<file path="config.mk">
export PLATFORM = sky130hd
export DESIGN_NAME = intake_mode_color_sorter_core
export DESIGN_NICKNAME = d
export VERILOG_FILES = /design/src/rtl/imcs_pkg.sv /design/src/rtl/intake_mode_color_sorter_core.sv
export SDC_FILE = /design/constraint.sdc
export NUM_CORES = 1
export LEC_CHECK = 0
export BUFFER_PORTS_ARGS = -buffer_cell sky130_fd_sc_hd__buf_2
export CAP_MARGIN = 20
export CORE_ASPECT_RATIO = 1.25
export CORE_MARGIN = 2
export CORE_UTILIZATION = 49
export CTS_BUF_LIST = sky130_fd_sc_hd__clkbuf_4 sky130_fd_sc_hd__clkbuf_8 sky130_fd_sc_hd__clkbuf_16
export CTS_CLUSTER_SIZE = 12
export DETAILED_ROUTE_END_ITERATION = 12
export HOLD_SLACK_MARGIN = 0.1
export PLACE_DENSITY_LB_ADDON = 0.12
export SLEW_MARGIN = 40
export SYNTH_ARGS = -nofsm -noshare
export SYNTH_HDL_FRONTEND = slang
export SYNTH_SLANG_ARGS = --single-unit
</file>
<file path="constraint.sdc">
create_clock -name clk -period 3.9 [get_ports clk]
set_input_delay 0.195 -clock clk [delete_from_list [all_inputs] [get_ports clk]]
set_output_delay 0.195 -clock clk [all_outputs]
set_load 0.01 [all_outputs]
</file>
<file path="src/rtl/imcs_pkg.sv">
`default_nettype none

package imcs_pkg;

	// Intake modes as carried on the mode field
	typedef enum logic [2:0] {
		MODE_OFF = 3'd0,
		MODE_FWD = 3'd1,
		MODE_REV = 3'd2,
		MODE_LOW = 3'd3,
		MODE_MID = 3'd4,
		MODE_TOP = 3'd5
	} mode_t;

	// Register indexes, byte address = 4 * index
	typedef enum logic [2:0] {
		REG_ALLIANCE_BLUE  = 3'd0,
		REG_SORT_ENABLE    = 3'd1,
		REG_PROX_THRESHOLD = 3'd2,
		REG_SAMPLE_PERIOD  = 3'd3,
		REG_SCORE_LIMIT    = 3'd4,
		REG_SCORE_RISE     = 3'd5,
		REG_SCORE_FALL     = 3'd6,
		REG_REJECT_LEVEL   = 3'd7
	} reg_idx_t;

	// Field widths
	localparam int BTN_W   = 6;
	localparam int PROX_W  = 8;
	localparam int HUE_W   = 9;
	localparam int VEL_W   = 9;
	localparam int SCORE_W = 4;
	localparam int PHASE_W = 4;
	localparam int IN_W    = 24;
	localparam int OUT_W   = 48;
	localparam int APB_AW  = 5;
	localparam int APB_DW  = 32;

	// Button bit positions inside the button group
	localparam int BTN_FWD  = 0;
	localparam int BTN_REV  = 1;
	localparam int BTN_MID  = 2;
	localparam int BTN_LOW  = 3;
	localparam int BTN_TOP  = 4;
	localparam int BTN_TUBE = 5;

	// Roller commands in rpm
	localparam logic signed [VEL_W-1:0] VEL_POS  = 9'sd200;
	localparam logic signed [VEL_W-1:0] VEL_NEG  = -9'sd200;
	localparam logic signed [VEL_W-1:0] VEL_STOP = 9'sd0;

	// Hue windows in degrees
	localparam logic [HUE_W-1:0] RED_LO  = 9'd300;
	localparam logic [HUE_W-1:0] RED_HI  = 9'd360;
	localparam logic [HUE_W-1:0] BLUE_LO = 9'd215;
	localparam logic [HUE_W-1:0] BLUE_HI = 9'd250;

	// Register reset values
	localparam logic               RST_ALLIANCE_BLUE = 1'b0;
	localparam logic               RST_SORT_ENABLE   = 1'b1;
	localparam logic [PROX_W-1:0]  RST_PROX_THR      = 8'd40;
	localparam logic [PHASE_W-1:0] RST_SAMPLE_PERIOD = 4'd3;
	localparam logic [SCORE_W-1:0] RST_SCORE_LIMIT   = 4'd10;
	localparam logic [SCORE_W-1:0] RST_SCORE_RISE    = 4'd5;
	localparam logic [SCORE_W-1:0] RST_SCORE_FALL    = 4'd3;
	localparam logic [SCORE_W-1:0] RST_REJECT_LEVEL  = 4'd3;

endpackage

`default_nettype wire

</file>
<file path="src/rtl/intake_mode_color_sorter_core.sv">
`default_nettype none

// Channel  | Direction | Handshake              | Payload
// s_axis   | in        | s_axis_tvalid/tready   | buttons, proximity, hue (24 bits)
// m_axis   | out       | m_axis_tvalid/tready   | mode, solenoids, 4 rollers, score (48 bits)
// apb      | in        | psel/penable, pready=1 | 8 registers at 4*index
//
// One item per cycle sustained while the output is not stalled; a taken item passes
// through the input register and is then held in the result register.
// All mode, score and phase state is updated in the single cycle an item
// moves from the input register to the result register.
// Reset clears all block state and valid flags and sets the registers to their defaults.
// While the result register is stalled the input register still takes one item.

module intake_mode_color_sorter_core (
	input  wire                              clk,
	input  wire                              arst_n,
	// stream in
	input  wire                              s_axis_tvalid,
	output logic                             s_axis_tready,
	// [0] btn_forward [1] btn_reverse [2] btn_middle [3] btn_low [4] btn_top
	// [5] btn_tube [13:6] proximity [22:14] hue_deg [23] zero
	input  wire  [imcs_pkg::IN_W-1:0]        s_axis_tdata,
	// stream out
	output logic                             m_axis_tvalid,
	input  wire                              m_axis_tready,
	// [2:0] mode [3] hood_out [4] tube_out [13:5] front_velocity
	// [22:14] back_velocity [31:23] top_velocity [40:32] index_velocity
	// [44:41] reject_score [47:45] zero
	output logic [imcs_pkg::OUT_W-1:0]       m_axis_tdata,
	// configuration
	input  wire                              psel,
	input  wire                              penable,
	input  wire                              pwrite,
	input  wire  [imcs_pkg::APB_AW-1:0]      paddr,
	input  wire  [imcs_pkg::APB_DW-1:0]      pwdata,
	output logic [imcs_pkg::APB_DW-1:0]      prdata,
	output logic                             pready
);

	// configuration registers
	logic                               alliance_blue_q;
	logic                               sort_enable_q;
	logic [imcs_pkg::PROX_W-1:0]        prox_thr_q;
	logic [imcs_pkg::PHASE_W-1:0]       sample_period_q;
	logic [imcs_pkg::SCORE_W-1:0]       score_limit_q;
	logic [imcs_pkg::SCORE_W-1:0]       score_rise_q;
	logic [imcs_pkg::SCORE_W-1:0]       score_fall_q;
	logic [imcs_pkg::SCORE_W-1:0]       reject_level_q;
	imcs_pkg::reg_idx_t                 reg_idx;
	logic                               cfg_wr;

	// block state
	logic [imcs_pkg::BTN_W-1:0]         prev_btn_q;
	imcs_pkg::mode_t                    mode_q;
	logic                               hood_q;
	logic                               tube_q;
	logic [imcs_pkg::SCORE_W-1:0]       score_q;
	logic [imcs_pkg::PHASE_W-1:0]       phase_q;
	logic signed [imcs_pkg::VEL_W-1:0]  last_top_q;

	// input register
	logic                               vld_s1;
	logic [imcs_pkg::BTN_W-1:0]         btn_s1;
	logic [imcs_pkg::PROX_W-1:0]        prox_s1;
	logic [imcs_pkg::HUE_W-1:0]         hue_s1;

	// result register
	logic                               vld_s2;
	imcs_pkg::mode_t                    mode_s2;
	logic                               hood_s2;
	logic                               tube_s2;
	logic signed [imcs_pkg::VEL_W-1:0]  front_s2;
	logic signed [imcs_pkg::VEL_W-1:0]  back_s2;
	logic signed [imcs_pkg::VEL_W-1:0]  top_s2;
	logic signed [imcs_pkg::VEL_W-1:0]  idx_s2;
	logic [imcs_pkg::SCORE_W-1:0]       score_s2;

	// next-state values
	logic                               in_acc;
	logic                               fire;
	logic [imcs_pkg::BTN_W-1:0]         rise;
	imcs_pkg::mode_t                    mode_n;
	logic                               hood_n;
	logic                               tube_n;
	logic                               opposing;
	logic                               is_red;
	logic                               is_blue;
	logic [imcs_pkg::SCORE_W:0]         score_sum;
	logic [imcs_pkg::SCORE_W-1:0]       score_n;
	logic [imcs_pkg::PHASE_W-1:0]       period;
	logic [imcs_pkg::PHASE_W:0]         phase_inc;
	logic [imcs_pkg::PHASE_W-1:0]       phase_n;
	logic signed [imcs_pkg::VEL_W-1:0]  front_n;
	logic signed [imcs_pkg::VEL_W-1:0]  back_n;
	logic signed [imcs_pkg::VEL_W-1:0]  top_n;
	logic signed [imcs_pkg::VEL_W-1:0]  idx_n;

	// APB register file
	assign pready  = 1'b1;
	assign reg_idx = imcs_pkg::reg_idx_t'(paddr[imcs_pkg::APB_AW-1:2]);
	assign cfg_wr  = psel && penable && pwrite && pready;

	always_ff @(posedge clk or negedge arst_n) begin
		if (!arst_n) begin
			alliance_blue_q <= imcs_pkg::RST_ALLIANCE_BLUE;
			sort_enable_q   <= imcs_pkg::RST_SORT_ENABLE;
			prox_thr_q      <= imcs_pkg::RST_PROX_THR;
			sample_period_q <= imcs_pkg::RST_SAMPLE_PERIOD;
			score_limit_q   <= imcs_pkg::RST_SCORE_LIMIT;
			score_rise_q    <= imcs_pkg::RST_SCORE_RISE;
			score_fall_q    <= imcs_pkg::RST_SCORE_FALL;
			reject_level_q  <= imcs_pkg::RST_REJECT_LEVEL;
		end else if (cfg_wr) begin
			case (reg_idx)
				imcs_pkg::REG_ALLIANCE_BLUE:  alliance_blue_q <= pwdata[0];
				imcs_pkg::REG_SORT_ENABLE:    sort_enable_q   <= pwdata[0];
				imcs_pkg::REG_PROX_THRESHOLD: prox_thr_q      <= pwdata[imcs_pkg::PROX_W-1:0];
				imcs_pkg::REG_SAMPLE_PERIOD:  sample_period_q <= pwdata[imcs_pkg::PHASE_W-1:0];
				imcs_pkg::REG_SCORE_LIMIT:    score_limit_q   <= pwdata[imcs_pkg::SCORE_W-1:0];
				imcs_pkg::REG_SCORE_RISE:     score_rise_q    <= pwdata[imcs_pkg::SCORE_W-1:0];
				imcs_pkg::REG_SCORE_FALL:     score_fall_q    <= pwdata[imcs_pkg::SCORE_W-1:0];
				imcs_pkg::REG_REJECT_LEVEL:   reject_level_q  <= pwdata[imcs_pkg::SCORE_W-1:0];
				default: ;
			endcase
		end
	end

	// register readback
	always_comb begin
		prdata = '0;
		case (reg_idx)
			imcs_pkg::REG_ALLIANCE_BLUE:  prdata[0] = alliance_blue_q;
			imcs_pkg::REG_SORT_ENABLE:    prdata[0] = sort_enable_q;
			imcs_pkg::REG_PROX_THRESHOLD: prdata[imcs_pkg::PROX_W-1:0] = prox_thr_q;
			imcs_pkg::REG_SAMPLE_PERIOD:  prdata[imcs_pkg::PHASE_W-1:0] = sample_period_q;
			imcs_pkg::REG_SCORE_LIMIT:    prdata[imcs_pkg::SCORE_W-1:0] = score_limit_q;
			imcs_pkg::REG_SCORE_RISE:     prdata[imcs_pkg::SCORE_W-1:0] = score_rise_q;
			imcs_pkg::REG_SCORE_FALL:     prdata[imcs_pkg::SCORE_W-1:0] = score_fall_q;
			imcs_pkg::REG_REJECT_LEVEL:   prdata[imcs_pkg::SCORE_W-1:0] = reject_level_q;
			default: prdata = '0;
		endcase
	end

	// handshake: s1 advances whenever the result register is free or drains
	assign fire          = vld_s1 && (!vld_s2 || m_axis_tready);
	assign s_axis_tready = !vld_s1 || fire;
	assign in_acc        = s_axis_tvalid && s_axis_tready;

	always_ff @(posedge clk or negedge arst_n) begin
		if (!arst_n) begin
			vld_s1 <= 1'b0;
		end else if (in_acc) begin
			vld_s1 <= 1'b1;
		end else if (fire) begin
			vld_s1 <= 1'b0;
		end
	end

	always_ff @(posedge clk) begin
		if (in_acc) begin
			btn_s1  <= s_axis_tdata[imcs_pkg::BTN_W-1:0];
			prox_s1 <= s_axis_tdata[13:6];
			hue_s1  <= s_axis_tdata[22:14];
		end
	end

	// button edges and mode toggles, applied in order fwd, rev, mid, low, top; a later toggle overrides
	always_comb begin
		rise   = btn_s1 & ~prev_btn_q;
		mode_n = mode_q;
		hood_n = hood_q;
		tube_n = tube_q;
		if (rise[imcs_pkg::BTN_FWD]) begin
			mode_n = (mode_n == imcs_pkg::MODE_FWD) ? imcs_pkg::MODE_OFF : imcs_pkg::MODE_FWD;
			if (mode_n == imcs_pkg::MODE_FWD) begin
				hood_n = 1'b0;
			end
		end
		if (rise[imcs_pkg::BTN_REV]) begin
			mode_n = (mode_n == imcs_pkg::MODE_REV) ? imcs_pkg::MODE_OFF : imcs_pkg::MODE_REV;
		end
		if (rise[imcs_pkg::BTN_MID]) begin
			mode_n = (mode_n == imcs_pkg::MODE_MID) ? imcs_pkg::MODE_OFF : imcs_pkg::MODE_MID;
		end
		if (rise[imcs_pkg::BTN_LOW]) begin
			mode_n = (mode_n == imcs_pkg::MODE_LOW) ? imcs_pkg::MODE_OFF : imcs_pkg::MODE_LOW;
		end
		if (rise[imcs_pkg::BTN_TOP]) begin
			mode_n = (mode_n == imcs_pkg::MODE_TOP) ? imcs_pkg::MODE_OFF : imcs_pkg::MODE_TOP;
			if (mode_n == imcs_pkg::MODE_TOP) begin
				hood_n = 1'b1;
				tube_n = 1'b0;
			end
		end
		// tube button is handled after the mode buttons
		if (rise[imcs_pkg::BTN_TUBE]) begin
			tube_n = ~tube_n;
		end
	end

	// opposing color detection
	always_comb begin
		is_red   = (hue_s1 >= imcs_pkg::RED_LO) && (hue_s1 <= imcs_pkg::RED_HI);
		is_blue  = (hue_s1 >= imcs_pkg::BLUE_LO) && (hue_s1 <= imcs_pkg::BLUE_HI);
		opposing = 1'b0;
		if (sort_enable_q && (prox_s1 > prox_thr_q)) begin
			if (is_red) begin
				opposing = alliance_blue_q;
			end else if (is_blue) begin
				opposing = !alliance_blue_q;
			end
		end
	end

	// saturating score, updated on phase zero in forward mode and cleared in any other mode
	always_comb begin
		score_sum = {1'b0, score_q} + {1'b0, score_rise_q};
		score_n   = score_q;
		if (mode_n != imcs_pkg::MODE_FWD) begin
			score_n = '0;
		end else if (phase_q == '0) begin
			if (opposing) begin
				score_n = (score_sum > {1'b0, score_limit_q}) ? score_limit_q
					: score_sum[imcs_pkg::SCORE_W-1:0];
			end else begin
				score_n = (score_q > score_fall_q) ? (score_q - score_fall_q) : '0;
			end
		end
	end

	// sample phase, a zero period counts as one
	always_comb begin
		period    = (sample_period_q == '0) ? imcs_pkg::PHASE_W'(1) : sample_period_q;
		phase_inc = {1'b0, phase_q} + (imcs_pkg::PHASE_W+1)'(1);
		phase_n   = (phase_inc >= {1'b0, period}) ? '0 : phase_inc[imcs_pkg::PHASE_W-1:0];
	end

	// roller commands per mode
	always_comb begin
		front_n = imcs_pkg::VEL_STOP;
		back_n  = imcs_pkg::VEL_STOP;
		top_n   = imcs_pkg::VEL_STOP;
		idx_n   = imcs_pkg::VEL_STOP;
		case (mode_n)
			imcs_pkg::MODE_FWD: begin
				front_n = imcs_pkg::VEL_POS;
				back_n  = imcs_pkg::VEL_POS;
				top_n   = (score_n >= reject_level_q) ? imcs_pkg::VEL_NEG : imcs_pkg::VEL_POS;
			end
			imcs_pkg::MODE_REV: begin
				front_n = imcs_pkg::VEL_NEG;
				back_n  = imcs_pkg::VEL_NEG;
				top_n   = imcs_pkg::VEL_NEG;
			end
			imcs_pkg::MODE_MID: begin
				front_n = imcs_pkg::VEL_POS;
				back_n  = imcs_pkg::VEL_POS;
				top_n   = imcs_pkg::VEL_NEG;
				idx_n   = imcs_pkg::VEL_POS;
			end
			imcs_pkg::MODE_LOW: begin
				front_n = imcs_pkg::VEL_NEG;
				back_n  = imcs_pkg::VEL_POS;
				top_n   = last_top_q;
				idx_n   = imcs_pkg::VEL_POS;
			end
			imcs_pkg::MODE_TOP: begin
				front_n = imcs_pkg::VEL_POS;
				back_n  = imcs_pkg::VEL_POS;
				top_n   = imcs_pkg::VEL_POS;
				idx_n   = imcs_pkg::VEL_POS;
			end
			default: ;
		endcase
	end

	// state update, one item per fire
	always_ff @(posedge clk or negedge arst_n) begin
		if (!arst_n) begin
			prev_btn_q <= '0;
			mode_q     <= imcs_pkg::MODE_OFF;
			hood_q     <= 1'b0;
			tube_q     <= 1'b0;
			score_q    <= '0;
			phase_q    <= '0;
			last_top_q <= imcs_pkg::VEL_STOP;
		end else if (fire) begin
			prev_btn_q <= btn_s1;
			mode_q     <= mode_n;
			hood_q     <= hood_n;
			tube_q     <= tube_n;
			score_q    <= score_n;
			phase_q    <= phase_n;
			last_top_q <= top_n;
		end
	end

	// result register
	always_ff @(posedge clk or negedge arst_n) begin
		if (!arst_n) begin
			vld_s2 <= 1'b0;
		end else if (fire) begin
			vld_s2 <= 1'b1;
		end else if (m_axis_tready) begin
			vld_s2 <= 1'b0;
		end
	end

	always_ff @(posedge clk) begin
		if (fire) begin
			mode_s2  <= mode_n;
			hood_s2  <= hood_n;
			tube_s2  <= tube_n;
			front_s2 <= front_n;
			back_s2  <= back_n;
			top_s2   <= top_n;
			idx_s2   <= idx_n;
			score_s2 <= score_n;
		end
	end

	assign m_axis_tvalid = vld_s2;
	assign m_axis_tdata  = {3'b000, score_s2, idx_s2, top_s2, back_s2, front_s2,
		tube_s2, hood_s2, mode_s2};

endmodule

`default_nettype wire

</file>
# ---- Word level (Yosys, flattened, before mapping)
# Index checks and enable logic that the tools add are counted.
dict set report totals {
  regBits 128
  output_inout_bits 83
  wordCells 132
}
dict set report op_classes {
  add_sub_neg 3
  order_cmp 9
  eq_ne 20
  muxes 39
  n_bitwise 3
  n_reduce_logical 30
}
# cell n
set op_table {}
lappend op_table {{9-bit one-hot mux with 2 select lines} 2}
lappend op_table {{9-bit one-hot mux with 4 select lines} 1}
lappend op_table {{4-bit two-way mux} 8}
lappend op_table {{3-bit equality test (second input constant)} 9}
lappend op_table {{3-bit two-way mux} 7}
lappend op_table {{3-bit by 2-bit equality test with 1-bit output (second input constant)} 6}
lappend op_table {{3-bit one-hot mux with 6 select lines} 1}
lappend op_table {{2-bit AND reduction} 8}
lappend op_table {{1-bit two-way mux} 15}
lappend op_table {{3-bit by 1-bit equality test with 1-bit output (second input constant)} 3}
lappend op_table {{9-bit by 8-bit greater-or-equal comparator with 1-bit output (second input constant)} 1}
lappend op_table {{9-bit greater-or-equal comparator (second input constant)} 1}
lappend op_table {{9-bit by 8-bit <= comparator with 1-bit output (second input constant)} 1}
lappend op_table {{9-bit <= comparator (second input constant)} 1}
lappend op_table {{9-bit two-way mux} 1}
lappend op_table {{8-bit greater-than comparator} 1}
lappend op_table {{4-bit logical NOT} 2}
lappend op_table {{8-bit two-way mux} 1}
lappend op_table {{1-bit one-hot mux with 8 select lines} 1}
lappend op_table {{1-bit logical AND} 7}
lappend op_table {{6-bit AND} 1}
lappend op_table {{6-bit inverter} 1}
lappend op_table {{3-bit OR reduction} 2}
lappend op_table {{4-bit by 1-bit adder with 5-bit output (second input constant)} 1}
lappend op_table {{other kinds (16)} 22}

# ---- Depth between registers and ports, before layout
# Gate-level depths: netlist (run 1).
dict set report depth {
  depth_word 20
  ltp_mapped 19
}

# ---- Worst setup path before layout (run 1)
# No wires, ideal clock.
dict set report synth_timing {
  path_kind {register -> register}
  start {register score_q[0] in the netlist's numbering}
  end {register last_top_q[6] in the netlist's numbering}
  setup_time_ps 64
  arrival_ps 3983
  required_time_ps 3836
  setup_slack_ps -147
  stages_incl_launch_ff 18
  path_buffers 0
  period_less_slack_ps 4047
  cell_sequence {dfrtp_1 -> ha_1 -> fa_1 -> xor2_1 -> ha_1 -> a211oi_1 -> o21ai_0 -> a221oi_2 -> mux2_2 -> nor2_1 -> o31ai_1 -> ha_1 -> a21oi_1 -> o21ai_0 -> and2_1 -> o31ai_1 -> and2_1 -> a21o_1}
}
dict set report synth_between {
  elab_chain_len 9
  elab_cells_between_ends 12
  cone_classes {2 x add/sub; 3 x order compare; 7 x mux}
}
# item line
set synth_rtl {}
lappend synth_rtl {{from (decl)} intake_mode_color_sorter_core.sv:58} ;# logic [imcs_pkg::SCORE_W-1:0] score_q;
lappend synth_rtl {{from (signal assigned)} intake_mode_color_sorter_core.sv:293} ;# score_q <= score_n;
lappend synth_rtl {{4-bit by 4-bit adder with 5-bit output} intake_mode_color_sorter_core.sv:218} ;# score_sum = {1'b0, score_q} + {1'b0, score_rise_q};
lappend synth_rtl {{5-bit by 4-bit greater-than comparator with 1-bit output} intake_mode_color_sorter_core.sv:224} ;# score_n = (score_sum > {1'b0, score_limit_q}) ? score_limit_q
lappend synth_rtl {{4-bit two-way mux} intake_mode_color_sorter_core.sv:224}
lappend synth_rtl {{4-bit two-way mux (*)} intake_mode_color_sorter_core.sv:223} ;# if (opposing) begin
lappend synth_rtl {{4-bit two-way mux (*)} intake_mode_color_sorter_core.sv:222} ;# end else if (phase_q == '0) begin
lappend synth_rtl {{4-bit two-way mux (*)} intake_mode_color_sorter_core.sv:220} ;# if (mode_n != imcs_pkg::MODE_FWD) begin
lappend synth_rtl {{net score_n, one bit} intake_mode_color_sorter_core.sv:90} ;# logic [imcs_pkg::SCORE_W-1:0] score_n;
lappend synth_rtl {{4-bit greater-or-equal comparator (*)} intake_mode_color_sorter_core.sv:249} ;# top_n = (score_n >= reject_level_q) ? imcs_pkg::VEL_NEG : imcs_pkg::VEL_POS;
lappend synth_rtl {{9-bit two-way mux (*)} intake_mode_color_sorter_core.sv:249}
lappend synth_rtl {{9-bit one-hot mux with 4 select lines (*)} intake_mode_color_sorter_core.sv:245} ;# case (mode_n)
lappend synth_rtl {{to (signal assigned)} intake_mode_color_sorter_core.sv:287} ;# last_top_q <= imcs_pkg::VEL_STOP;
lappend synth_rtl {{to (signal assigned)} intake_mode_color_sorter_core.sv:295} ;# last_top_q <= top_n;
lappend synth_rtl {{to (decl)} intake_mode_color_sorter_core.sv:60} ;# logic signed [imcs_pkg::VEL_W-1:0] last_top_q;
# The timed path passes the listed nets; every way through them passes the cells marked *.
# A chain may end at the register's enable or synchronous reset.

# ---- Final worst setup path (run 1)
dict set report layout_timing {
  start {register score_q[0] in the netlist's numbering}
  end {register top_s2[4] in the netlist's numbering (data pin)}
}
dict set report layout_between {
  elab_chain_len 9
  elab_cells_between_ends 12
  cone_classes {2 x add/sub; 3 x order compare; 7 x mux}
}
# item line
set layout_rtl {}
lappend layout_rtl {{4-bit by 4-bit adder with 5-bit output} intake_mode_color_sorter_core.sv:218}
lappend layout_rtl {{5-bit by 4-bit greater-than comparator with 1-bit output} intake_mode_color_sorter_core.sv:224}
lappend layout_rtl {{4-bit two-way mux} intake_mode_color_sorter_core.sv:224}
lappend layout_rtl {{4-bit two-way mux (*)} intake_mode_color_sorter_core.sv:223}
lappend layout_rtl {{4-bit two-way mux (*)} intake_mode_color_sorter_core.sv:222}
lappend layout_rtl {{4-bit two-way mux (*)} intake_mode_color_sorter_core.sv:220}
lappend layout_rtl {{net score_n, one bit} intake_mode_color_sorter_core.sv:90}
lappend layout_rtl {{4-bit greater-or-equal comparator (*)} intake_mode_color_sorter_core.sv:249}
lappend layout_rtl {{9-bit two-way mux (*)} intake_mode_color_sorter_core.sv:249}
lappend layout_rtl {{9-bit one-hot mux with 4 select lines (*)} intake_mode_color_sorter_core.sv:245}
lappend layout_rtl {{net top_n, one bit} intake_mode_color_sorter_core.sv:96} ;# logic signed [imcs_pkg::VEL_W-1:0] top_n;
lappend layout_rtl {{to (signal assigned)} intake_mode_color_sorter_core.sv:317} ;# top_s2 <= top_n;
lappend layout_rtl {{to (decl)} intake_mode_color_sorter_core.sv:75} ;# logic signed [imcs_pkg::VEL_W-1:0] top_s2;
# Marks and branches as above.

==> results of run 1 <==
[state kept, by name, indices dropped and copies added (netlist names), 6 cells and up]
| name | count |
|---|---|
| hue_s1 | 9 |
| last_top_q | 9 |
| top_s2 | 9 |
| prox_s1 | 8 |
| prox_thr_q | 8 |
| btn_s1 | 6 |
| prev_btn_q | 6 |
[path summary, 6_finish.rpt]
| check | from | end | slack [ns] | cells past startpoint |
|---|---|---|---|---|
| max | score_q[0] | top_s2[4] | -0.13 | 17 |
| min | m_axis_tready | m_axis_tvalid | 0.13 | 3 |
| max reg2reg | score_q[0] | top_s2[4] | -0.13 | 17 |
| min reg2reg | btn_s1[5] | prev_btn_q[5] | 0.46 | 2 |
| max in group asynchronous | arst_n | score_fall_q[1] | 2.52 | 3 |
| min in group asynchronous | arst_n | m_axis_tvalid | 0.45 | 2 |
[per-stage QoR]
step / area (µm²) / TNS [ns] / worst slack (ns) / util (%)
2_1_floorplan: 6140 / 0 / 0.0186 / -
3_3_place_gp: 6490 / -1.03 / -0.147 / 53.9
3_5_place_dp: 6490 / -1.81 / -0.240 / 53.9
4_1_cts: 7250 / -0.781 / -0.130 / 60.1
5_1_grt: 7260 / -2.68 / -0.315 / 60.2
6_report: 7260 / -0.736 / -0.126 / 60.2
[worst reg2reg max path, stage by stage, from the launching register on]
cell and delay, ns:
dfrtp_1 0.41, ha_4 0.18, fa_2 0.40, xor2_2 0.16, ha_1 0.31, a211oi_2 0.18
o21ai_1 0.11, a221oi_2 0.28, buf_4 0.19, mux2_4 0.31, nor2_4 0.10, o31ai_2 0.09
ha_1 0.31, a21oi_2 0.16, o21ai_2 0.08, a221oi_2 0.26, buf_4 0.18, nand2_1 0.06
[final cells by class]
| type | instances | area, µm² | share of cell area (%) |
|---|---|---|---|
| multi-input cells | 387 | 2750 | 37.9 |
| clock buffers | 11 | 246 | 3.40 |
| flip-flops and latches | 108 | 2960 | 40.8 |
| clock inverters | 5 | 82.6 | 1.14 |
| inverters | 30 | 113 | 1.55 |
| repair buffers | 138 | 901 | 12.4 |
| well taps | 164 | 205 | 2.83 |
[synthesized netlist by cell type, types with 5 or more instances]
library cell,instances
ha_1,30
nand4_1,5
mux2i_1,8
nor2b_1,7
dfrtp_1,47
and3_1,5
nand3_1,5
nor2_1,18
clkbuf_1,8
buf_4,50
and2_1,10
nor3_1,6
a21o_1,11
nand2_1,75
nand2b_1,9
edfxtp_1,48
o31ai_1,5
o21ai_0,34
mux2_2,16
dfstp_2,13
inv_1,30
a21oi_1,19
[routing by layer]
layer | vias up | GRT usage [%] | wire length, µm
met1 | 2108 | 24.9 | 5190
met3 | 24 | 3.94 | 551
li1 | 2118 | - | -
met4 | 0 | 8.44 | 331
met5 | - | 0 | 0
met2 | 114 | 35.1 | 6520
[cell families after synthesis]
kind of cell	count (synthesis)	share of synthesized area, %
adder cells (fa/ha/maj)	32	6.95
flip-flops	108	49.5
AND/OR/NAND/NOR	167	14.5
multiplexers	26	5.10
other	2	0.126
XOR/XNOR	6	0.879
buffers and inverters	92	8.95
AO/OA/AOI/OAI	116	14.1
[power by group]
| part | internal [µW] | switching, µW | total, µW |
|---|---|---|---|
| Sequential | 1420 | 134 | 1550 |
| Combinational | 473 | 565 | 1040 |
| Clock | 590 | 412 | 1000 |
[repair_timing]
action / 4_1_cts / 5_1_grt
endpoints found under the setup margin: 10 / 10
setup buffers: 5 / 0
endpoints found under the hold margin: 57 / 0
pin swaps: 16 / 9
hold buffers: 29 / 0
resized for setup: 19 / 1
==> results.ini, run 1 <==
[floorplanning]
die-height_um=128
dieArea_um2=13100
start_util_pct=49.6
die_x_um=103
ios=151
num_rows=45
core_area_um2=12000

[detailed_routing]
via_per_inst=5.18
vias=4364
wl_per_cell_um=14.9
drt_wl_total_mm=12.6
drt_iter0_drc=154
drc=0
ant_nets=0
dr.pass1.iters=4

[cells_and_area]
diodes=0
final_common_cell=buf_2
drive_gt1_share_pct=29.0
fillers=1012
area_growth_syn_to_layout_pct=21.3
fin_cells=843
final_nets=774
final_cell_mix=83 x buf_2, 75 x nand2_1, 48 x edfxtp_1

[clock_tree]
clkLatencyLatePin_ns=0.35
cts.sinks=108
cts_tree=done
clock-root-buffer=clkbuf_16
numCtsBuffers=9
clock_path_buffers=2
clkTransAtPathRegs_ns=0.07
htreeDepth=3

[global_route]
grt_usage_pct=20.4
grt_pass1_wl_mm=20.9
grt_max_degree=42
grt_antenna_before_repair=0
gr-total-overflow=0
grt_pass1_vias=4383

[hold_path]
min_path_type=in -> reg

[yosys]
netlist.area_leader.share_pct=24.1
netlist_area_um2=5980
ys_types=77
post_synth.cell_area_avg_um2=10.9
synthArstFlopShare_pct=55.6
synth-edff-count=48
synth_flop_cell=edfxtp_1
synth-seq-area-share_pct=49.5
synth_largest_area_cell=edfxtp_1
syn_inst=549
synth_seq_cells=108
ys_top_cells_by_area=edfxtp_1 24%, dfrtp_1 20%, buf_4 6.3%, ha_1 6.3%, dfstp_2 5.7%
yosys_warnings=0

[place]
hpwl_mm=9.14
gp_congestion=0.812
numPortBuffers=83
dp_cells=793

[sta]
fmax_mhz=248
relSlewSlack_pct=50.3
clock_skew_ns=0.00981
whs_ns=0.131
finalCritPeriodShare_pct=103
max_slew.worst_pin.slew_ns=0.746
hold_viol=0
worst_slack_ns=-0.126
setup_violations=10
report.final.slew_viol_count=0
rsz0062_at_grt=yes
period_needed_ns=4.03

[worst_setup_path]
cp-start-kind=register
cp_slowest_stage_delay_ns=0.41
crit_buf_inv=2
worstPathCellList=ha_4 > fa_2 > xor2_2 > ha_1 > a211oi_2 > o21ai_1 > a221oi_2 > buf_4 > mux2_4 > nor2_4 > o31ai_2 > ha_1 > a21oi_2 > o21ai_2 > a221oi_2 > buf_4 > nand2_1
cp.arrival_ns=4.13
critPathCaptureType=register
crit_fanout=6
worstPathRequired_ns=4.00
path_class=reg -> reg
slowest_stage=dfrtp_1
critical-path-top-delay-family=adder cells

[run]
cap_violations=0

[power]
powerDensity_nw_per_um2=495
ir_drop_mv=0.311
power_uw=3600
leakage_uw=0.00333

[run_status]
violations=negative setup slack
outcome=finished, violations left

Note: power is estimated with default switching activity, not from simulation.
==> run 2, diff against run 1 <==
- MAX_ROUTING_LAYER: unset -> met4
==> run 2 against run 1 <==
  * The flow still finishes with violations (negative setup slack)
  * Sequential power about the same
  * Cell count unchanged
  * Flip-flop and latch count unchanged
  * Setup slack better by 0.0020 ns
  * Hold slack better by 0.0012 ns
  * Sequential share of layout area unchanged
  * First-iteration DRC count down 4.5%
  * Final area unchanged
  * Via count down 0.27%
  * Non-clock buffer count unchanged
  * Count of clock-buffer cells in the layout unchanged
  * Core utilization unchanged
  * Critical path type unchanged
  * Highest routed layer unchanged
==> results.ini, run 2 (same netlist as run 1, synthesis figures left out) <==
[detailed_routing]
drt_iter0_drc=147  ; -4.5%
wl_per_cell_um=14.9  ; about the same
drc=0  ; unchanged
via_per_inst=5.16  ; -0.27%
drt_wl_total_mm=12.6  ; about the same
vias=4352  ; -0.27%
ant_nets=0  ; unchanged
dr.pass1.iters=4  ; unchanged

[global_route]
grt_usage_pct=21.0  ; +0.62 points
grt_pass1_wl_mm=20.9  ; +0.16%
grt_max_degree=42  ; unchanged
gr-total-overflow=0  ; unchanged
grt_pass1_vias=4388  ; +0.11%
grt_antenna_before_repair=0  ; unchanged

[worst_setup_path]
reg2reg_slack_ns=-0.12  ; about the same
r2r_end=top_s2[4]
path_class=reg -> reg
critPathCaptureType=register
r2r-start=score_q[0]
cp.arrival_ns=4.12  ; about the same
cp-start-kind=register
crit_fanout=6  ; unchanged
ff2ff_path_depth=17  ; unchanged
worstPathRequired_ns=4.00  ; about the same

[power]
powerDensity_nw_per_um2=495  ; -0.12%
leakage_uw=0.00333  ; unchanged
ir_drop_mv=0.307  ; -1.1%

[floorplanning]
dieArea_um2=13100  ; unchanged
core_area_um2=12000  ; unchanged
ios=151  ; unchanged
start_util_pct=49.6  ; unchanged
die-height_um=128  ; unchanged
num_rows=45  ; unchanged
die_x_um=103  ; unchanged

[cells_and_area]
drive_gt1_share_pct=29.0  ; unchanged
final_cell_mix=83 x buf_2, 75 x nand2_1, 48 x edfxtp_1
final_common_cell=buf_2
diodes=0  ; unchanged
largestRegisters=hue_s1: 9 flops, last_top_q: 9 flops, top_s2: 9 flops
area_growth_syn_to_layout_pct=21.3  ; unchanged
fin_cells=843  ; unchanged
fillers=1012  ; unchanged
final_nets=774  ; unchanged
fin_util_pct=60.2  ; unchanged

[clock_tree]
htreeDepth=3  ; unchanged
clkLatencyLatePin_ns=0.35  ; about the same
clock_path_buffers=2  ; unchanged
cts.sinks=108  ; unchanged
cts_tree=done
clock-root-buffer=clkbuf_16
numCtsBuffers=9  ; unchanged
clkTransAtPathRegs_ns=0.07  ; about the same

[sta]
worst_slack_ns=-0.124  ; +0.00197 ns
finalCritPeriodShare_pct=103  ; about the same
rsz0062_at_grt=yes
report.final.slew_viol_count=0  ; unchanged
relSlewSlack_pct=50.6  ; +0.27 points
whs_ns=0.133  ; +0.00119 ns
fmax_mhz=249  ; about the same
setup_violations=10  ; unchanged
clock_skew_ns=0.00865  ; -0.00115 ns
max_slew.worst_pin.slew_ns=0.742  ; -0.00400 ns
period_needed_ns=4.02  ; -0.00197 ns
hold_viol=0  ; unchanged

[hold_path]
min_path_type=in -> reg
worstHoldStart=m_axis_tready
holdPathEnd=m_axis_tvalid
hold_depth=3  ; unchanged

[run_status]
violations=negative setup slack
outcome=finished, violations left

[place]
gp_congestion=0.824  ; +1.5%
hpwl_mm=9.14  ; unchanged
dp_cells=793  ; unchanged
numPortBuffers=83  ; unchanged

[run]
cap_violations=0  ; unchanged

==> run 2: through the flow <==
| step | worst slack, ns | instance area (µm²) | total power (µW) | setup TNS (ns) |
|---|---|---|---|---|
| final | -0.124 | 7260 | 3590 | -0.726 |
| after global routing | -0.315 | 7260 | 3820 | -2.68 |
| after CTS | -0.130 | 7250 | 3620 | -0.781 |
| after detailed placement | -0.240 | 6490 | 2530 | -1.81 |
| after global placement | -0.147 | 6490 | 2490 | -1.03 |
| after floorplan | 0.0186 | 6140 | 2260 | 0 |
==> run 2: power breakdown <==
| part | internal, µW | switching [µW] | total [µW] | leakage (µW) |
|---|---|---|---|---|
| combinational | 473 | 565 | 1040 | 0.00198 |
| clock | 590 | 410 | 1000 | 0.000164 |
| sequential | 1420 | 133 | 1550 | 0.00118 |
==> run 2: worst max path at each step <==
stage                     startpoint       endpoint  slack (ns)  depth (start not counted)
final                     score_q[0]      top_s2[4]       -0.12                         17
after global routing      score_q[0]      top_s2[4]       -0.32                         18
after CTS                 score_q[0]      top_s2[4]       -0.13                         18
after detailed placement  score_q[0]  last_top_q[6]       -0.24                         18
after global placement    score_q[0]      top_s2[4]       -0.15                         18
after floorplan           score_q[0]      top_s2[4]        0.02                         16
==> run 2: area by class of cell <==
type	instances	area [µm²]	share of cell area (%)
multi-input cells	387	2750	37.9
well taps	164	205	2.83
clock inverters	5	82.6	1.14
repair buffers	138	901	12.4
clock buffers	11	246	3.40
inverters	30	113	1.55
flip-flops and latches	108	2960	40.8
==> run 2: metal layers <==
| metal | part of all wire [%] | vias to the layer above | GRT usage [%] |
|---|---|---|---|
| met4 | 2.6 | 0 | 8.67 |
| met2 | 52 | 122 | 35.1 |
| li1 | - | 2119 | - |
| met1 | 41 | 2086 | 25.2 |
| met5 | 0 | - | - |
| met3 | 4.2 | 25 | 3.28 |
==> run 2: timing repair <==
action,in CTS,in global routing
pin swaps,16,9
hold buffers,29,0
endpoints found under the hold margin,57,0
setup endpoints to repair,10,10
setup buffers,5,0
gates resized for setup,19,1
==> run 2: critical path, cell delays in order, from the launching register on <==
cell and delay, ns:
dfrtp_1 0.41, ha_4 0.18, fa_2 0.40, xor2_2 0.16, ha_1 0.31, a211oi_2 0.18, o21ai_1 0.11, a221oi_2 0.28
buf_4 0.19, mux2_4 0.31, nor2_4 0.10, o31ai_2 0.09, ha_1 0.31, a21oi_2 0.16, o21ai_2 0.08, a221oi_2 0.26
buf_4 0.18, nand2_1 0.06
==> run 3, diff against run 2 <==
- CORE_UTILIZATION: 49 -> 55
- clock period: 3.9 -> 4.68 ns (I/O delays scaled with it)
==> run 3 against run 2 <==
  * The run now ends clean
  * Flip-flop and latch count unchanged
  * Final area decreased by 4.5%
  * Core utilization increased by 5.1 points
  * Global-route usage increased by 1.4 points
  * Hold slack got worse by 0.028 ns
  * Maximum frequency decreased by 9.5%
  * Largest power group unchanged
  * Clock skew decreased by 0.0023 ns
  * Critical endpoint is now last_top_q[7]
  * Die area decreased by 11%
==> results.ini, run 3 (same netlist as run 1, synthesis figures left out) <==
[run_status]
outcome=complete, no violations

[global_route]
grt_pass1_vias=4182  ; -4.7%
grt_usage_pct=22.5  ; +1.4 points
grt_max_degree=61  ; +45%
grt_pass1_wl_mm=20.3  ; -2.8%
gr-total-overflow=0  ; unchanged
grt_antenna_before_repair=0  ; unchanged

[clock_tree]
clkLatencyLatePin_ns=0.35  ; about the same
clock_path_buffers=2  ; unchanged
clkTransAtPathRegs_ns=0.07  ; about the same
cts_tree=done
cts.sinks=108  ; unchanged
htreeDepth=3  ; unchanged
clock-root-buffer=clkbuf_16
numCtsBuffers=9  ; unchanged

[worst_setup_path]
cp-start-kind=register
path_class=reg -> reg
critical_path.startpoint=score_q[0]
crit_buf_inv=1  ; -1
r2r-start=score_q[0]
critical-path-top-delay-family=compound AO/OA/AOI/OAI gates
crit_fanout=4  ; -2
worstPathCellList=ha_1 > fa_1 > xor2_2 > ha_1 > a211oi_1 > o21ai_0 > a221oi_2 > buf_4 > mux2i_1 > mux2i_1 > a21oi_1 > ha_1 > nand2b_1 > a21oi_1 > o21ai_0 > and2_1 > o31ai_2 > and2_1 > a21o_1
cp_slowest_stage_delay_ns=0.43  ; +0.02 ns
worstPathRequired_ns=4.98  ; +0.98 ns
slowest_stage=fa_1
cpMostUsedCell=ha_1
cp.arrival_ns=4.74  ; +0.62 ns
cp.depth=19  ; +2
ff2ff_path_depth=19  ; +2
critPathCaptureType=register

[cells_and_area]
fillers=833  ; -18%
area_growth_syn_to_layout_pct=15.9
final_common_cell=buf_2
fin_util_pct=65.3  ; +5.1 points
final_nets=753  ; -2.7%
diodes=0  ; unchanged
drive_gt1_share_pct=24.5  ; -4.5 points
final_cell_mix=83 x buf_2, 75 x nand2_1, 48 x edfxtp_1
largestRegisters=hue_s1: 9 flops, last_top_q: 9 flops, top_s2: 9 flops

[sta]
hold_viol=0  ; unchanged
report.final.slew_viol_count=0  ; unchanged
relSlewSlack_pct=49.1  ; -1.5 points
clock_skew_ns=0.00636  ; -0.00229 ns
fmax_mhz=225  ; -9.5%
max_slew.worst_pin.slew_ns=0.762  ; +0.0203 ns
setup_violations=0  ; -10
period_needed_ns=4.45  ; +0.422 ns
final.setup.tns_ns=0  ; +0.726 ns
finalCritPeriodShare_pct=95.0  ; -8.2 points

[run]
cap_violations=0  ; unchanged

[place]
hpwl_mm=8.82  ; -3.6%
numPortBuffers=83  ; unchanged
gp_congestion=0.873  ; +6.0%

[hold_path]
min_path_type=in -> reg
hold_depth=3  ; unchanged
worstHoldStart=pwdata[7]

[power]
leakage_uw=0.00319  ; -4.2%
powerDensity_nw_per_um2=415  ; -16%
p_sw_uw=901  ; -19%
p_int_uw=1970  ; -21%
p_comb_share_pct=27.9  ; -1.0 points
ir_drop_mv=0.258  ; -16%
pwr-share-seq_pct=45.0  ; +1.8 points
p_clk_share_pct=27.1  ; -0.7 points
swShare_pct=31.3  ; +0.50 points

[detailed_routing]
ant_nets=0  ; unchanged
dr.pass1.iters=4  ; unchanged
drc=0  ; unchanged
drt_wl_total_mm=12.5  ; -0.93%
drt_iter0_drc=251  ; +71%
wl_per_cell_um=15.8  ; +5.7%
vias=4288  ; -1.5%
via_per_inst=5.43  ; +5.1%

[floorplanning]
die-height_um=121  ; -5.4%
ios=151  ; unchanged
num_rows=42  ; -6.7%
start_util_pct=56.3  ; +6.7 points
dieArea_um2=11700  ; -11%
die_x_um=97.3  ; -5.4%
core_area_um2=10600  ; -12%

run 3: cell count changes in the layout (fill, tap and decap cells not counted), moves of 2 or more:
cell / previous run / this run
buf_4: 26 / 5
a21oi_1: 15 / 19
a21oi_2: 4 / 0
and2_1: 7 / 9
and2_4: 2 / 0
mux2_2: 14 / 16
mux2_4: 2 / 0
o21ai_0: 32 / 34
run 3: worst register-to-register path: cells and delay by family (launching register included):
family / cells / cell delay, ns
compound gates: 8 / 1.51
xor+xnor: 1 / 0.18
fa+ha+maj: 4 / 1.22
buf+inv: 1 / 0.17
flops: 1 / 0.41
mux: 2 / 0.35
simple gates: 3 / 0.55
run 3: metal layers:
layer  vias up  GRT usage (%)  part of all wire (%)
met4         0           7.81                   1.8
li1       2081              -                     -
met3        17           3.35                   4.3
met2       130           38.2                    51
met1      2060           27.8                    42
met5         -              -                     0
run 3: what timing repair did:
item,CTS,global route
endpoints found under the hold margin,74,0
hold buffers,28,0
resized for setup,0,2
endpoints found under the setup margin,0,10
setup buffers,0,3
run 3: path summary, 6_finish.rpt:
kind                                   end  slack [ns]
setup / recovery             last_top_q[7]        0.23
max in group asynchronous  score_fall_q[1]        3.78
min in group asynchronous       phase_q[0]        0.51
setup reg to reg             last_top_q[7]        0.23
hold / removal               prox_thr_q[7]        0.10
hold reg to reg              prev_btn_q[5]        0.47
run 3: metrics by stage:
stage / setup WS (ns) / std cells / total power [µW] / cell area (µm²) / hold WS (ns)
floorplan: 0.633 / 587 / 1880 / 6120 / -0.0616
global placement: 0.172 / 743 / 2040 / 6300 / 0.411
CTS: 0.00235 / 787 / 2870 / 6890 / 0.101
finish: 0.234 / 790 / 2870 / 6930 / 0.104
global route: -0.00441 / 790 / 3050 / 6930 / 0.144
detailed placement: 0.0695 / 743 / 2080 / 6300 / 0.412
run 3: power groups by stage:
stage | logic [µW] | clock network [µW] | registers [µW]
6_report | 803 | 780 | 1290
5_1_grt | 900 | 836 | 1310
4_1_cts | 790 | 792 | 1290
3_5_place_dp | 765 | 0 | 1310
3_3_place_gp | 740 | 0 | 1300
2_1_floorplan | 587 | 0 | 1290
run 3: final cells by class:
| class | instances | area [µm²] | share of cell area [%] |
|---|---|---|---|
| clock inverter | 5 | 60.1 | 0.867 |
| timing repair buffer | 117 | 744 | 10.7 |
| sequential | 108 | 2960 | 42.7 |
| multi-input combinational | 387 | 2640 | 38.1 |
| clock buffer | 11 | 246 | 3.56 |
| inverter | 30 | 113 | 1.62 |
| tap | 132 | 165 | 2.38 |
